### config.mk
export PLATFORM = sky130hd
export DESIGN_NAME = pcs_sequencer
export DESIGN_NICKNAME = d
export VERILOG_FILES = /design/src/pcs_pkg.sv /design/src/pcs_sequencer.sv
export SDC_FILE = /design/constraint.sdc
export NUM_CORES = 1
export LEC_CHECK = 0
export ABC_AREA = 1
export BUFFER_PORTS_ARGS = -buffer_cell sky130_fd_sc_hd__buf_2
export CORE_ASPECT_RATIO = 0.9
export CORE_MARGIN = 5
export CORE_UTILIZATION = 45
export DETAILED_ROUTE_END_ITERATION = 8
export PLACE_DENSITY = 0.69
export SETUP_SLACK_MARGIN = 0.2
export SLEW_MARGIN = 20
export SYNTH_ARGS = -nofsm -noshare
export SYNTH_HDL_FRONTEND = slang
export SYNTH_SLANG_ARGS = --single-unit
### constraint.sdc
create_clock -name clk -period 1.9 [get_ports clk]
set_clock_uncertainty 0.2 [all_clocks]
set_input_delay 0.095 -clock clk [delete_from_list [all_inputs] [get_ports clk]]
set_output_delay 0.095 -clock clk [all_outputs]
set_load 0.005 [all_outputs]
### src/pcs_pkg.sv
`timescale 1ns / 1ps
`default_nettype none
// ----------------------------------------------------------------------------
// pcs_pkg
// Shared widths, microcode encodings and the control store of the prime
// count sieve.
// ----------------------------------------------------------------------------
package pcs_pkg;

  localparam int MAX_LIMIT = 65536;
  localparam int NUM_W     = 17;
  localparam int ADDR_W    = 16;
  localparam int ROOT_W    = 9;
  localparam int STEP_W    = 4;
  localparam int OP_W      = 4;
  localparam int COND_W    = 3;
  localparam int TDATA_W   = 24;

  localparam logic [NUM_W-1:0] LIMIT_MAX = NUM_W'(MAX_LIMIT);

  localparam logic [STEP_W-1:0] ST_IDLE       = 4'd0;
  localparam logic [STEP_W-1:0] ST_CLR_INIT   = 4'd1;
  localparam logic [STEP_W-1:0] ST_CLR        = 4'd2;
  localparam logic [STEP_W-1:0] ST_SIEVE_INIT = 4'd3;
  localparam logic [STEP_W-1:0] ST_TEST       = 4'd4;
  localparam logic [STEP_W-1:0] ST_CHECK      = 4'd5;
  localparam logic [STEP_W-1:0] ST_MARK       = 4'd6;
  localparam logic [STEP_W-1:0] ST_NEXT_I     = 4'd7;
  localparam logic [STEP_W-1:0] ST_CNT_INIT   = 4'd8;
  localparam logic [STEP_W-1:0] ST_CNT        = 4'd9;
  localparam logic [STEP_W-1:0] ST_EMIT       = 4'd10;

  localparam logic [OP_W-1:0] OP_NOP        = 4'd0;
  localparam logic [OP_W-1:0] OP_LOAD       = 4'd1;
  localparam logic [OP_W-1:0] OP_K_INIT     = 4'd2;
  localparam logic [OP_W-1:0] OP_CLR_WR     = 4'd3;
  localparam logic [OP_W-1:0] OP_SIEVE_INIT = 4'd4;
  localparam logic [OP_W-1:0] OP_READ_I     = 4'd5;
  localparam logic [OP_W-1:0] OP_SET_J      = 4'd6;
  localparam logic [OP_W-1:0] OP_MARK_WR    = 4'd7;
  localparam logic [OP_W-1:0] OP_NEXT_I     = 4'd8;
  localparam logic [OP_W-1:0] OP_CNT_INIT   = 4'd9;
  localparam logic [OP_W-1:0] OP_CNT_RD     = 4'd10;
  localparam logic [OP_W-1:0] OP_EMIT       = 4'd11;

  localparam logic [COND_W-1:0] CD_NEVER    = 3'd0;
  localparam logic [COND_W-1:0] CD_IN_IDLE  = 3'd1;
  localparam logic [COND_W-1:0] CD_K_GT_N   = 3'd2;
  localparam logic [COND_W-1:0] CD_SQ_GT_N  = 3'd3;
  localparam logic [COND_W-1:0] CD_MARKED   = 3'd4;
  localparam logic [COND_W-1:0] CD_J_GT_N   = 3'd5;
  localparam logic [COND_W-1:0] CD_OUT_BUSY = 3'd6;

  // The operation runs when the condition is false; the condition selects
  // the next step.
  typedef struct packed {
    logic [OP_W-1:0]   op;
    logic [COND_W-1:0] cond;
    logic [STEP_W-1:0] tgt_true;
    logic [STEP_W-1:0] tgt_false;
  } pcs_uword_t;

  typedef struct packed {
    logic [OP_W-1:0] op;
  } pcs_ctrl_t;

  typedef struct packed {
    logic k_gt_n;
    logic sq_gt_n;
    logic j_gt_n;
    logic marked;
  } pcs_flags_t;

  function automatic pcs_uword_t pcs_rom(input logic [STEP_W-1:0] step);
    pcs_uword_t w;
    w = '{OP_NOP, CD_NEVER, ST_IDLE, ST_IDLE};
    unique case (step)
      ST_IDLE:       w = '{OP_LOAD,       CD_IN_IDLE,  ST_IDLE,     ST_CLR_INIT};
      ST_CLR_INIT:   w = '{OP_K_INIT,     CD_NEVER,    ST_IDLE,     ST_CLR};
      ST_CLR:        w = '{OP_CLR_WR,     CD_K_GT_N,   ST_SIEVE_INIT, ST_CLR};
      ST_SIEVE_INIT: w = '{OP_SIEVE_INIT, CD_NEVER,    ST_IDLE,     ST_TEST};
      ST_TEST:       w = '{OP_READ_I,     CD_SQ_GT_N,  ST_CNT_INIT, ST_CHECK};
      ST_CHECK:      w = '{OP_SET_J,      CD_MARKED,   ST_NEXT_I,   ST_MARK};
      ST_MARK:       w = '{OP_MARK_WR,    CD_J_GT_N,   ST_NEXT_I,   ST_MARK};
      ST_NEXT_I:     w = '{OP_NEXT_I,     CD_NEVER,    ST_IDLE,     ST_TEST};
      ST_CNT_INIT:   w = '{OP_CNT_INIT,   CD_NEVER,    ST_IDLE,     ST_CNT};
      ST_CNT:        w = '{OP_CNT_RD,     CD_K_GT_N,   ST_EMIT,     ST_CNT};
      ST_EMIT:       w = '{OP_EMIT,       CD_OUT_BUSY, ST_EMIT,     ST_IDLE};
      default:       w = '{OP_NOP,        CD_NEVER,    ST_IDLE,     ST_IDLE};
    endcase
    return w;
  endfunction

endpackage
`default_nettype wire

### src/pcs_sequencer.sv
`timescale 1ns / 1ps
`default_nettype none
// ----------------------------------------------------------------------------
// pcs_sequencer
// Step counter and control store; evaluates the jump condition of each
// control word and issues its operation to the datapath.
// ----------------------------------------------------------------------------
module pcs_sequencer
  import pcs_pkg::*;
(
  input  wire logic              clk,
  input  wire logic              rst,
  input  wire logic              in_valid,
  input  wire logic              out_busy,
  input  wire pcs_flags_t        flags,
  output pcs_ctrl_t              ctrl,
  output logic [STEP_W-1:0]      step
);

  logic [STEP_W-1:0] step_next;
  pcs_uword_t        word;
  logic              cond;

  assign word = pcs_rom(step);

  always_comb begin
    unique case (word.cond)
      CD_NEVER:    cond = 1'b0;
      CD_IN_IDLE:  cond = !in_valid;
      CD_K_GT_N:   cond = flags.k_gt_n;
      CD_SQ_GT_N:  cond = flags.sq_gt_n;
      CD_MARKED:   cond = flags.marked;
      CD_J_GT_N:   cond = flags.j_gt_n;
      CD_OUT_BUSY: cond = out_busy;
      default:     cond = 1'b0;
    endcase
  end

  assign step_next = cond ? word.tgt_true : word.tgt_false;
  assign ctrl.op   = cond ? OP_NOP : word.op;

  always_ff @(posedge clk) begin
    if (rst) begin
      step <= ST_IDLE;
    end else begin
      step <= step_next;
    end
  end

endmodule
`default_nettype wire

# Word-level counts from Yosys, hierarchy flattened

Memory sizes are Yosys's and may differ from the RTL's. A register that Yosys moved wholly into a read port is not among the register bits.
Cells that the tools add are included.

Eq/ne operators: 6
Multiplexer cells: 4
Reduce and logical (&&, ||, !) cells: 1

Operators by type and width:

| cell                                                 | count |
|---|---|
| two-way mux 4 bit                                    | 3 |
| equality test 3 bit (second input constant)          | 3 |
| equality test 3 x 2 -> 1 bit (second input constant) | 2 |
| case mux 1 bit (6 select lines)                      | 1 |
| equality test 3 x 1 -> 1 bit (second input constant) | 1 |
| zero test 1 bit                                      | 1 |

Register bits after elaboration: 4
Memory bits (read-only): 240
Output and inout bits: 8
Logic and storage cells: 13
Memories kept: 1

Memory list:

| name             | words | width | read ports | clocked after Yosys merged registers in | write ports | RTL line      | source |
|---|---|---|---|---|---|---|---|
| (name not given) | 16    | 15    | 1          | 1                                       | 0           | pcs_pkg.sv:77 | `unique case (step)` |

# Depth between registers and ports, before layout

Gate-level depths: netlist (run 1).

Depth in word-level cells: 4
Gate-level depth with buffers: 14
Mapped depth without buffers: 14

# Worst setup path before layout (run 1)

No wires, ideal clock.

Kind: reg-to-reg
Start: register, netlist name word[8]
End: register, netlist name word[5]
Data arrival time: 1554 ps
Required time: 1576 ps
Slack: 22 ps
Cell stages (with the launch flop): 11
Buffers on the path: 0
Clock period less this slack: 1878 ps
Path through: dfxtp_1 or2_1 nand3_2 nand2_4 nand2_4 nand2_1 nand3_1 inv_1 ha_1 nand3_1 nand3_1

Cells in the longest elaborated chain, start to end: 4

Ends and longest elaborated chain:

| item                                              | RTL line            | source |
|---|---|---|
| equality test 3 bit, or another cell as far along | pcs_sequencer.sv:27 | `unique case (word.cond)` |
| case mux 1 bit (6 select lines) (*)               | pcs_sequencer.sv:27 |  |
| two-way mux 4 bit (*)                             | pcs_sequencer.sv:39 | `assign step_next = cond ? word.tgt_true : word.tgt_false;` |
| two-way mux 4 bit (no line) (*)                   | --                  |  |

Mark *: on every way between the ends. The rest lies on a longest branch, timed or not.
A chain may end at the register's enable or synchronous reset.

# Final worst setup path (run 1)

Start: register, netlist name word[8]
End: register, netlist name word[5]

Cells in the longest elaborated chain, start to end: 4

Ends and longest elaborated chain:

| item                                              | RTL line |
|---|---|
| equality test 3 bit, or another cell as far along | pcs_sequencer.sv:27 |
| case mux 1 bit (6 select lines) (*)               | pcs_sequencer.sv:27 |
| two-way mux 4 bit (*)                             | pcs_sequencer.sv:39 |
| two-way mux 4 bit (no line) (*)                   | -- |

Marks and branches as above.

==> results of run 1 <==
## path summary, 6_finish.rpt
| kind | start | depth (start not counted) | to |
|---|---|---|---|
| setup reg to reg | word[8] | 11 | word[5] |
| setup / recovery | word[8] | 11 | word[5] |
| hold reg to reg | word[1] | 2 | step[1] |
| hold / removal | rst | 4 | step[1] |
## final cells by class
| cell class | count | share of cell area, % |
|---|---|---|
| inverters | 29 | 9.428 |
| flip-flops and latches | 19 | 32.42 |
| clock buffers | 4 | 2.225 |
| multi-input cells | 68 | 42.48 |
| repair buffers | 22 | 10.81 |
| well taps | 25 | 2.648 |
## report_power, final
group	internal [mW]	switching, mW	total (mW)
registers	0.574	0.0582	0.633
clock network	0.0814	0.113	0.194
logic	0.606	0.914	1.52
total	1.26	1.09	2.35
## logic make-up (layout without fill, tap and decap cells)
| group | Yosys count | count (layout) | synth area share [%] |
|---|---|---|---|
| adder cells (fa/ha/maj) | 4 | 4 | 5.406 |
| AND/OR/NAND/NOR | 61 | 61 | 39.73 |
| flip-flops | 19 | 19 | 41.08 |
| buffers and inverters | 29 | 55 | 11.76 |
| AO/OA/AOI/OAI | 3 | 3 | 2.027 |
## flip-flops by register name, indices dropped and copies added, names as in the netlist
name and count:
word 15, step 4
## layer usage
layer	up-vias	share of wire, %	wire length [um]	global-route usage [%]
li1	395	-	-	-
met1	317	46	830	15.96
met2	8	51	918	22.56
met3	0	2.9	52	2.195
met4	0	0	0	5.792
met5	-	0	0	0
## worst max-delay path, stage by stage, from the launching register on
cell and delay [ns]:
dfxtp_2 0.36, or2_1 0.22, nand3_2 0.08, nand2_4 0.06, nand2_4 0.07, inv_4 0.04
nand2_2 0.05, nand2_2 0.06, nor2_4 0.16, ha_4 0.24, nand3_4 0.10, nand3_1 0.08
## repair_timing
action,in CTS,in global routing
resized for setup,6,4
setup endpoints to repair,18,19
setup buffers,2,2
pin swaps,3,1
## stage by stage
stage | util, % | power [mW] | TNS, ns | hold WS, ns | instance area (um2)
after global routing | 61.10 | 2.558 | -0.1117 | 0.06013 | 1181
after floorplan | - | 1.654 | 0 | 0.1792 | 964.7
after global placement | 56.57 | 1.975 | 0 | 0.2751 | 1094
after detailed placement | 56.57 | 2.004 | -0.001064 | 0.2720 | 1094
after CTS | 59.81 | 2.293 | 0 | 0.02862 | 1156
final | 61.10 | 2.347 | 0 | 0.04532 | 1181
## synth_stat cells, drive strengths merged
| library cell | number |
|---|---|
| a21oi | 3 |
| nor2 | 16 |
| dfxtp | 19 |
| nand3 | 17 |
| inv | 29 |
| ha | 4 |
| or2 | 1 |
| nand2 | 26 |
| nand3b | 1 |
==> summary.md, run 1 <==
| Metric | Value |
|---|---|
| All-layer global routing usage | `around an eighth` |
| Initial Utilization | `47.90%` |
| Clock Pin Slew Worst Setup and Hold Paths | `roughly 0.1 ns` |
| Clock net sink count | `19` |
| Synthesized area | `925.9 um2` |
| Worst hold path class | `in -> reg` |
| Yosys reg bits | `19` |
| WP data arrival | `about 1.8 ns` |
| Dpl ws | `-0.001064 ns` |
| RSZ-0062 raised after global routing | `true` |
| Top post-synthesis cells by area | `dfxtp_1 41%, inv_1 11%, nand2_1 7.7%` |
| Rel. slew slack | `approximately four fifths` |
| CP Class | `reg -> reg` |
| Required time worst endpoint | `1.88 ns` |
| Critical path launch point type | `flip-flop` |
| DR DRC count | `0` |
| Clock Path Buffers | `2` |
| Largest net degree at the start of global routing | `11` |
| Yosys cell types | `18` |
| Commonest non-fill, non-tap cell in the layout | `inv_1` |
| Final antenna-violating net count | `0` |
| Post-synth net total | `approximately 130` |
| Reg2Reg Setup Slack | `0.06 ns` |
| Area of the multi-input gates | `roughly 500 um2` |
| Number of global-route vias before repair | `711` |
| Endpoints failing setup | `0` |
| Final Critical Period | `about 1.8 ns` |
| Post-CTS Hold Buffers | `0` |
| Cell taking the most area after synthesis | `dfxtp_1` |
| Total Routed Length | `around 1800 um` |
| Final #Nets | `155` |
| Core footprint | `0.001933 mm2` |
| CP max FO | `5` |
| Fin cells | `167` |
| Clk Latency, worst-skew pair | `approximately 0.29 ns` |
| Vias per Instance | `approximately 4.3` |
| Mean Syn Cell Area | `about 8 um2` |
| Reg area | `382.9 um2` |
| Drt first pass iters | `4` |
| Max-Cap Viols | `0` |
| Fin. Hold Viols | `0` |
| Initial antenna violation count | `0` |
| # rows | `15` |
| Area growth from synthesis to layout | `27.57%` |
| Seq/Total Area, Yosys | `41.08%` |
| Die Y | `~53 um` |
| Max-slew violations | `0` |
| Tcrit/Tclk final | `96.64%` |
| Layout cell share with drive strength beyond 1 | `43.66%` |
| Antenna Cells | `0` |
| CTS Root Cell | `clkbuf_4` |
| Grt ovf | `0` |
| Power Density | `1987 mW/mm2` |
| Yosys top cell area share | `around two fifths` |
| Worst vdd ir | `approximately 940 uV` |
| Most frequent cells in the layout | `24 x inv_1, 17 x dfxtp_1, 15 x nand2_1, 15 x buf_2, 10 x nor2_1` |
| Ports | `16` |
| Post-route setup slack | `around 0.064 ns` |
| Cells after synthesis | `between 100 and 150` |
| Routability cong. | `0.8534` |
| Worst setup EP type | `flip-flop` |
| Worst Tran Pin Value | `between 0.2 and 0.3 ns` |
| Outcome | `finished clean` |
| H-tree Lvls | `1` |
| Port Buffers | `15` |
| First-pass GRT wire length | `roughly 3000 um` |
| CTS Buf Count | `3` |
| Inst Count DP | `approximately 160` |
| Initial drt markers | `9` |
| Highest clock rate | `around 540 MHz` |
| Drt wl/cell | `10.78 um` |
| FILL cells | `between 150 and 200` |
| DPL Wire Length | `approximately 1400 um` |
| Via total after detailed routing | `between 700 and 800` |
| Die Area | `~0.0031 mm2` |
| YS warnings | `0` |
| Leakage | `around 0.63 nW` |
| CTS tree | `built` |
| Die W | `roughly 58 um` |
Note: power is estimated with default switching activity, not from simulation.
==> inputs of run 2 (changes only) <==
--- a/config.mk
+++ b/config.mk
@@ -12,6 +12,7 @@
 export CORE_UTILIZATION = 45
 export DETAILED_ROUTE_END_ITERATION = 8
 export PLACE_DENSITY = 0.69
+export REMOVE_ABC_BUFFERS = 1
 export SETUP_SLACK_MARGIN = 0.2
 export SLEW_MARGIN = 20
 export SYNTH_ARGS = -nofsm -noshare
==> run 2 against run 1 <==
Register-to-register slack got worse by 0.06 ns. Cell area increased by 5.9%. Count of clock-buffer cells in the layout unchanged. Hold slack improved by 0.013 ns. Wire length increased by 11%. Maximum frequency decreased by 3.2%. Total power increased by 8.5%. Non-clock buffer count increased by 4. Sequential share of layout area decreased by 1.8 points. Global-route usage increased by 1.6 points. Via count increased by 8.8%. Largest cell class unchanged.
==> summary.md, run 2 (synthesis gave the netlist of run 1 again) <==
| Metric | Value |
|---|---|
| Outcome | `finished clean` |
| Via total after detailed routing | `783 (+8.8%)` |
| Ports | `16 (unchanged)` |
| RSZ-0062 raised after global routing | `true` |
| Antenna Cells | `0 (unchanged)` |
| Placed cell areas | `0.001077 mm2 (-1.5%)` |
| Switching share of total power | `46.29% (+0.056 points)` |
| WHS | `0.05880 ns (+0.01348 ns)` |
| Die Area | `0.003066 mm2 (unchanged)` |
| Post-CTS Hold Buffers | `0 (unchanged)` |
| Power Total | `2.547 mW (+8.5%)` |
| Leakage | `0.6570 nW (+4.7%)` |
| CP Class | `reg -> reg` |
| Worst vdd ir | `1084 uV (+16%)` |
| DR DRC count | `0 (unchanged)` |
| Core footprint | `0.001933 mm2 (unchanged)` |
| Initial Utilization | `47.90% (unchanged)` |
| Required time worst endpoint | `1.93 ns (+0.05 ns)` |
| Die W | `57.82 um (unchanged)` |
| All-layer global routing usage | `14.69% (+1.6 points)` |
| Layout cell share with drive strength beyond 1 | `47.62% (+4.0 points)` |
| Final instance area | `0.001251 mm2 (+5.9%)` |
| CTS tree | `built` |
| Psw | `1.179 mW (+8.7%)` |
| Initial drt markers | `9 (unchanged)` |
| Die Y | `53.03 um (unchanged)` |
| RR Startpoint | `word[8]` |
| H-tree Lvls | `1 (unchanged)` |
| Max-Cap Viols | `0 (unchanged)` |
| Part of the power in registers | `24.8% (-2.2 points)` |
| CTS Buf Count | `3 (unchanged)` |
| Area growth from synthesis to layout | `35.14%` |
| Drt first pass iters | `4 (unchanged)` |
| WP data arrival | `1.93 ns (+0.11 ns)` |
| Routability cong. | `0.8196 (-4.0%)` |
| Reg2Reg Setup Slack | `0.004 ns (-0.06 ns)` |
| Total Routed Length | `2001 um (+11%)` |
| Internal power | `1.368 mW (+8.4%)` |
| Highest clock rate | `527.4 MHz (-3.2%)` |
| Clock net sink count | `19 (unchanged)` |
| Worst Tran Pin Value | `0.3406 ns (+0.04910 ns)` |
| Final Critical Period | `1.896 ns (+0.05977 ns)` |
| Clock Pin Slew Worst Setup and Hold Paths | `0.10 ns (about the same)` |
| Worst setup path startpoint | `word[8]` |
| Worst hold path class | `in -> reg` |
| Clk Latency, worst-skew pair | `0.29 ns (about the same)` |
| Largest net degree at the start of global routing | `11 (unchanged)` |
| Number of global-route vias before repair | `807 (+14%)` |
| Most frequent cells in the layout | `24 x inv_1, 17 x nand2_1, 17 x dfxtp_1` |
| Largest register FFs | `15 (unchanged)` |
| Commonest non-fill, non-tap cell in the layout | `inv_1` |
| # rows | `15 (unchanged)` |
| Port Buffers | `15 (unchanged)` |
| Critical hold path startpoint | `rst` |
| First-pass GRT wire length | `3394 um (+14%)` |
| Tcrit/Tclk final | `99.79% (+3.1 points)` |
| Max-slew violations | `0 (unchanged)` |
| Worst setup EP type | `flip-flop` |
| Combinational power share | `67.3% (+2.5 points)` |
| Clock Path Buffers | `2 (unchanged)` |
| Fin. Hold Viols | `0 (unchanged)` |
| Clock Power Share | `7.9% (-0.4 points)` |
| DPL Wire Length | `1402 um (+2.0%)` |
| Rel. slew slack | `77.27% (-3.3 points)` |
| Final #Nets | `160 (+3.2%)` |
| CTS Root Cell | `clkbuf_4` |
| Vias per Instance | `4.552 (+5.6%)` |
| Power Density | `2036 mW/mm2 (+2.5%)` |
| Final antenna-violating net count | `0 (unchanged)` |
| CP max FO | `5 (unchanged)` |
| Grt ovf | `0 (unchanged)` |
| Endpoints failing setup | `0 (unchanged)` |
| Initial antenna violation count | `0 (unchanged)` |
| Critical path launch point type | `flip-flop` |
| Drt wl/cell | `11.63 um (+7.9%)` |
## run 2: cell count changes in the layout (fill, tap and decap cells not counted), moves of 2 or more
cell,previous run,this run
nor2_1,10,7
nand2_1,15,17
nor2_2,2,5
buf_6,0,2
buf_4,7,9
nand2_2,8,5
ha_1,2,0
## run 2: path summary, 6_finish.rpt
kind         depth (start not counted)        to
max                                 12  word[13]
min                                  4   step[1]
max reg2reg                         12  word[13]
min reg2reg                          2   step[1]
## run 2: critical path: stages, from the launching register on
cell	delay, ns
dfxtp_2	0.35
or2_1	0.22
nand3_2	0.09
nand2_4	0.07
nand2_4	0.07
inv_4	0.04
nand2_2	0.05
nand2_2	0.06
nor2_4	0.18
buf_4	0.16
ha_4	0.13
nand2_1	0.07
a21oi_1	0.15
## run 2: stage by stage
step	std cells	util, %	setup TNS [ns]	setup WS [ns]
finish	172	64.72	0	0.003997
global route	172	64.72	-0.5675	-0.07076
CTS	168	61.17	0	0.03948
detailed placement	162	55.73	-0.1253	-0.05017
global placement	162	55.73	0	0.03496
floorplan	116	-	0	0.02217
## run 2: final cells by class
type,instances,area [um2]
clock buffers,4,26.28
fillers,159,681.9
inverters,29,111.4
multi-input cells,69,534.3
flip-flops and latches,19,382.9
well taps,25,31.28
repair buffers,26,165.2
## run 2: power groups by stage
stage                     clock network [mW]  logic, mW  registers [mW]
after floorplan                            0      0.928           0.631
after global placement                     0       1.28           0.633
after detailed placement                   0       1.31           0.636
after CTS                              0.203       1.49           0.630
after global routing                   0.226       1.88           0.647
final                                  0.200       1.71           0.632
## run 2: timing repair
action	in CTS	in global routing
pin swaps	4	4
cloned	0	1
buffers inserted	2	3
setup endpoints to repair	18	19
gates resized for setup	15	11
## run 2: per-layer routing
layer  GRT usage [%]  routed length, um  vias to the layer above
li1                -                  -                      406
met1           16.69                966                      365
met2           28.01                980                       10
met3           2.195                 42                        2
met4           4.633                 12                        0
met5               0                  0                        -
==> inputs of run 3 (changes only) <==
--- a/config.mk
+++ b/config.mk
@@ -11,7 +11,7 @@
 export CORE_MARGIN = 5
 export CORE_UTILIZATION = 45
 export DETAILED_ROUTE_END_ITERATION = 8
-export PLACE_DENSITY = 0.69
+export PLACE_DENSITY = 0.66
 export REMOVE_ABC_BUFFERS = 1
 export SETUP_SLACK_MARGIN = 0.2
 export SLEW_MARGIN = 20
==> constraint.sdc (replaced) <==
create_clock -name clk -period 1.95 [get_ports clk]
set_clock_uncertainty 0.2 [all_clocks]
set_input_delay 0.0975 -clock clk [delete_from_list [all_inputs] [get_ports clk]]
set_output_delay 0.0975 -clock clk [all_outputs]
set_load 0.005 [all_outputs]
==> run 3 against run 2 <==
Cell area grew 3.9%. Register-to-register slack gained 0.05 ns. Die area unchanged. First-iteration DRC count up 11%. Final cell count fell by 1.2%. Critical path depth unchanged. Critical endpoint is now word[9]. Largest cell class unchanged. Largest power group unchanged. Highest routed layer unchanged.
==> summary.md, run 3 (synthesis gave the netlist of run 1 again) <==
| Metric | Value |
|---|---|
| Outcome | `finished clean` |
| Vias per Instance | `4.524 (-0.63%)` |
| RSZ-0062 raised after global routing | `true` |
| Number of global-route vias before repair | `786 (-2.6%)` |
| Worst Tran Pin Value | `0.3262 ns (-0.01443 ns)` |
| H-tree Lvls | `1 (unchanged)` |
| Max-Cap Viols | `0 (unchanged)` |
| Max-slew violations | `0 (unchanged)` |
| Initial Utilization | `47.90% (unchanged)` |
| First-pass GRT wire length | `3422 um (+0.82%)` |
| Fin cells | `170 (-1.2%)` |
| FILL cells | `156 (-1.9%)` |
| Die Y | `53.03 um (unchanged)` |
| Area growth from synthesis to layout | `40.41%` |
| Reg2Reg Setup Slack | `0.05 ns (+0.05 ns)` |
| Most frequent cells in the layout | `25 x inv_1, 17 x dfxtp_1, 15 x nand2_1, 15 x buf_2` |
| Routability cong. | `0.7784 (-5.0%)` |
| Total Routed Length | `2185 um (+9.2%)` |
| Highest clock rate | `526.1 MHz (-0.24%)` |
| Ports | `16 (unchanged)` |
| Die Area | `0.003066 mm2 (unchanged)` |
| Endpoints failing setup | `0 (unchanged)` |
| CP Buf/Inv Count | `2 (unchanged)` |
| # rows | `15 (unchanged)` |
| Clk Latency, worst-skew pair | `0.29 ns (about the same)` |
| WP data arrival | `1.94 ns (about the same)` |
| CTS Buf Count | `3 (unchanged)` |
| Grt ovf | `0 (unchanged)` |
| Largest net degree at the start of global routing | `12 (+1)` |
| CP most frequent cell | `nand2_4` |
| Layout cell share with drive strength beyond 1 | `50.34% (+2.7 points)` |
| Slowest cell on the critical path | `dfxtp_4` |
| Initial drt markers | `10 (+1)` |
| Fin. Hold Viols | `0 (unchanged)` |
| Core footprint | `0.001933 mm2 (unchanged)` |
| Commonest non-fill, non-tap cell in the layout | `inv_1` |
| Rel. slew slack | `78.23% (+0.96 points)` |
| DPL Wire Length | `1412 um (+0.70%)` |
| Slowest stage delay, CP | `0.37 ns (+0.02 ns)` |
| Drt wl/cell | `12.85 um (+10%)` |
| Worst setup EP type | `flip-flop` |
| Inst Count DP | `159 (-1.9%)` |
| Power Density | `1985 mW/mm2 (-2.5%)` |
| Final Core Density | `67.25% (+2.5 points)` |
| All-layer global routing usage | `14.95% (+0.26 points)` |
| Via total after detailed routing | `769 (-1.8%)` |
| Largest register FFs | `15 (unchanged)` |
| Final Critical Period | `1.901 ns (+0.004639 ns)` |
| Post-CTS Hold Buffers | `0 (unchanged)` |
| Final antenna-violating net count | `0 (unchanged)` |
| Worst vdd ir | `1117 uV (+3.0%)` |
| Tcrit/Tclk final | `97.47% (-2.3 points)` |
| Antenna Cells | `0 (unchanged)` |
| TNS Setup | `0 ns (unchanged)` |
| Clock Pin Slew Worst Setup and Hold Paths | `0.10 ns (about the same)` |
| Initial antenna violation count | `0 (unchanged)` |
| Final #Nets | `158 (-1.3%)` |
| CTS Root Cell | `clkbuf_4` |
| CTS tree | `built` |
| Crit path cell chain | `or2_1 -> nand3_2 -> nand2_4 -> nand2_4 -> inv_4 -> nand2_4 -> nand2_4 -> nor2_4 -> buf_6 -> ha_4 -> nand3_2 -> nand3_2` |
| Required time worst endpoint | `1.99 ns (+0.06 ns)` |
| WHS | `0.08221 ns (+0.02341 ns)` |
| Worst hold path class | `in -> reg` |
| Leakage | `0.6708 nW (+2.1%)` |
| Drt first pass iters | `4 (unchanged)` |
| CP Class | `reg -> reg` |
| Top delay family on crit path | `simple AND/OR/NAND/NOR gates` |
| Die W | `57.82 um (unchanged)` |
| DR DRC count | `0 (unchanged)` |
| Port Buffers | `15 (unchanged)` |
| Critical path launch point type | `flip-flop` |
| Clock net sink count | `19 (unchanged)` |
| Clock Path Buffers | `2 (unchanged)` |
| CP max FO | `5 (unchanged)` |
==> run 3: changes by cell type in the layout (fill, tap and decap cells not counted), sizes merged <==
cell    change
buf         -1
clkbuf      -1
clkinv      +1
nand3       -1
==> run 3: repair_timing <==
action                                  4_1_cts  5_1_grt
endpoints found under the setup margin       18       19
resized for setup                            25       12
pin swaps                                    12        3
setup buffers                                 4        3
==> run 3: worst min-delay path, stage by stage <==
cell     delay (ns)
buf_2          0.07
inv_1          0.14
nand2_1        0.16
nor2_4         0.06
==> run 3: layer usage <==
| metal | part of all wire (%) | GRT usage (%) | vias up | wire, um |
|---|---|---|---|---|
| met5 | 0 | 0 | - | 0 |
| met4 | 1.3 | 4.633 | 0 | 29 |
| met3 | 2.9 | 3.659 | 4 | 64 |
| met2 | 52 | 26.69 | 10 | 1135 |
| met1 | 44 | 17.57 | 354 | 955 |
| li1 | - | - | 401 | - |
==> run 3: through the flow <==
step	setup slack (ns)	total power, mW	instance area, um2
after floorplan	0.07217	1.519	925.9
after global routing	-0.04032	2.770	1300
after detailed placement	-0.05696	1.842	1055
after global placement	0.02001	1.808	1055
final	0.04936	2.580	1300
after CTS	0.07062	2.367	1230
==> run 3: final cells by class <==
| type | count | area (um2) | share of cell area (%) |
|---|---|---|---|
| multi-input cells | 68 | 586.8 | 45.14 |
| flip-flops and latches | 19 | 385.4 | 29.64 |
| repair buffers | 25 | 157.7 | 12.13 |
| inverters | 29 | 111.4 | 8.566 |
| well taps | 25 | 31.28 | 2.406 |
| clock buffers | 3 | 22.52 | 1.732 |
| clock inverters | 1 | 5.005 | 0.3850 |
==> run 3: path summary, 6_finish.rpt <==
kind              cells past startpoint    start       to
setup / recovery                     12  word[8]  word[9]
hold / removal                        4      rst  step[3]
setup reg to reg                     12  word[8]  word[9]
hold reg to reg                       2  word[1]  step[1]
==> run 3: power breakdown <==
part           internal, mW  switching, mW  leakage (nW)
Sequential            0.564         0.0664         0.158
Clock                0.0763          0.117        0.0177
Combinational         0.710           1.05         0.495
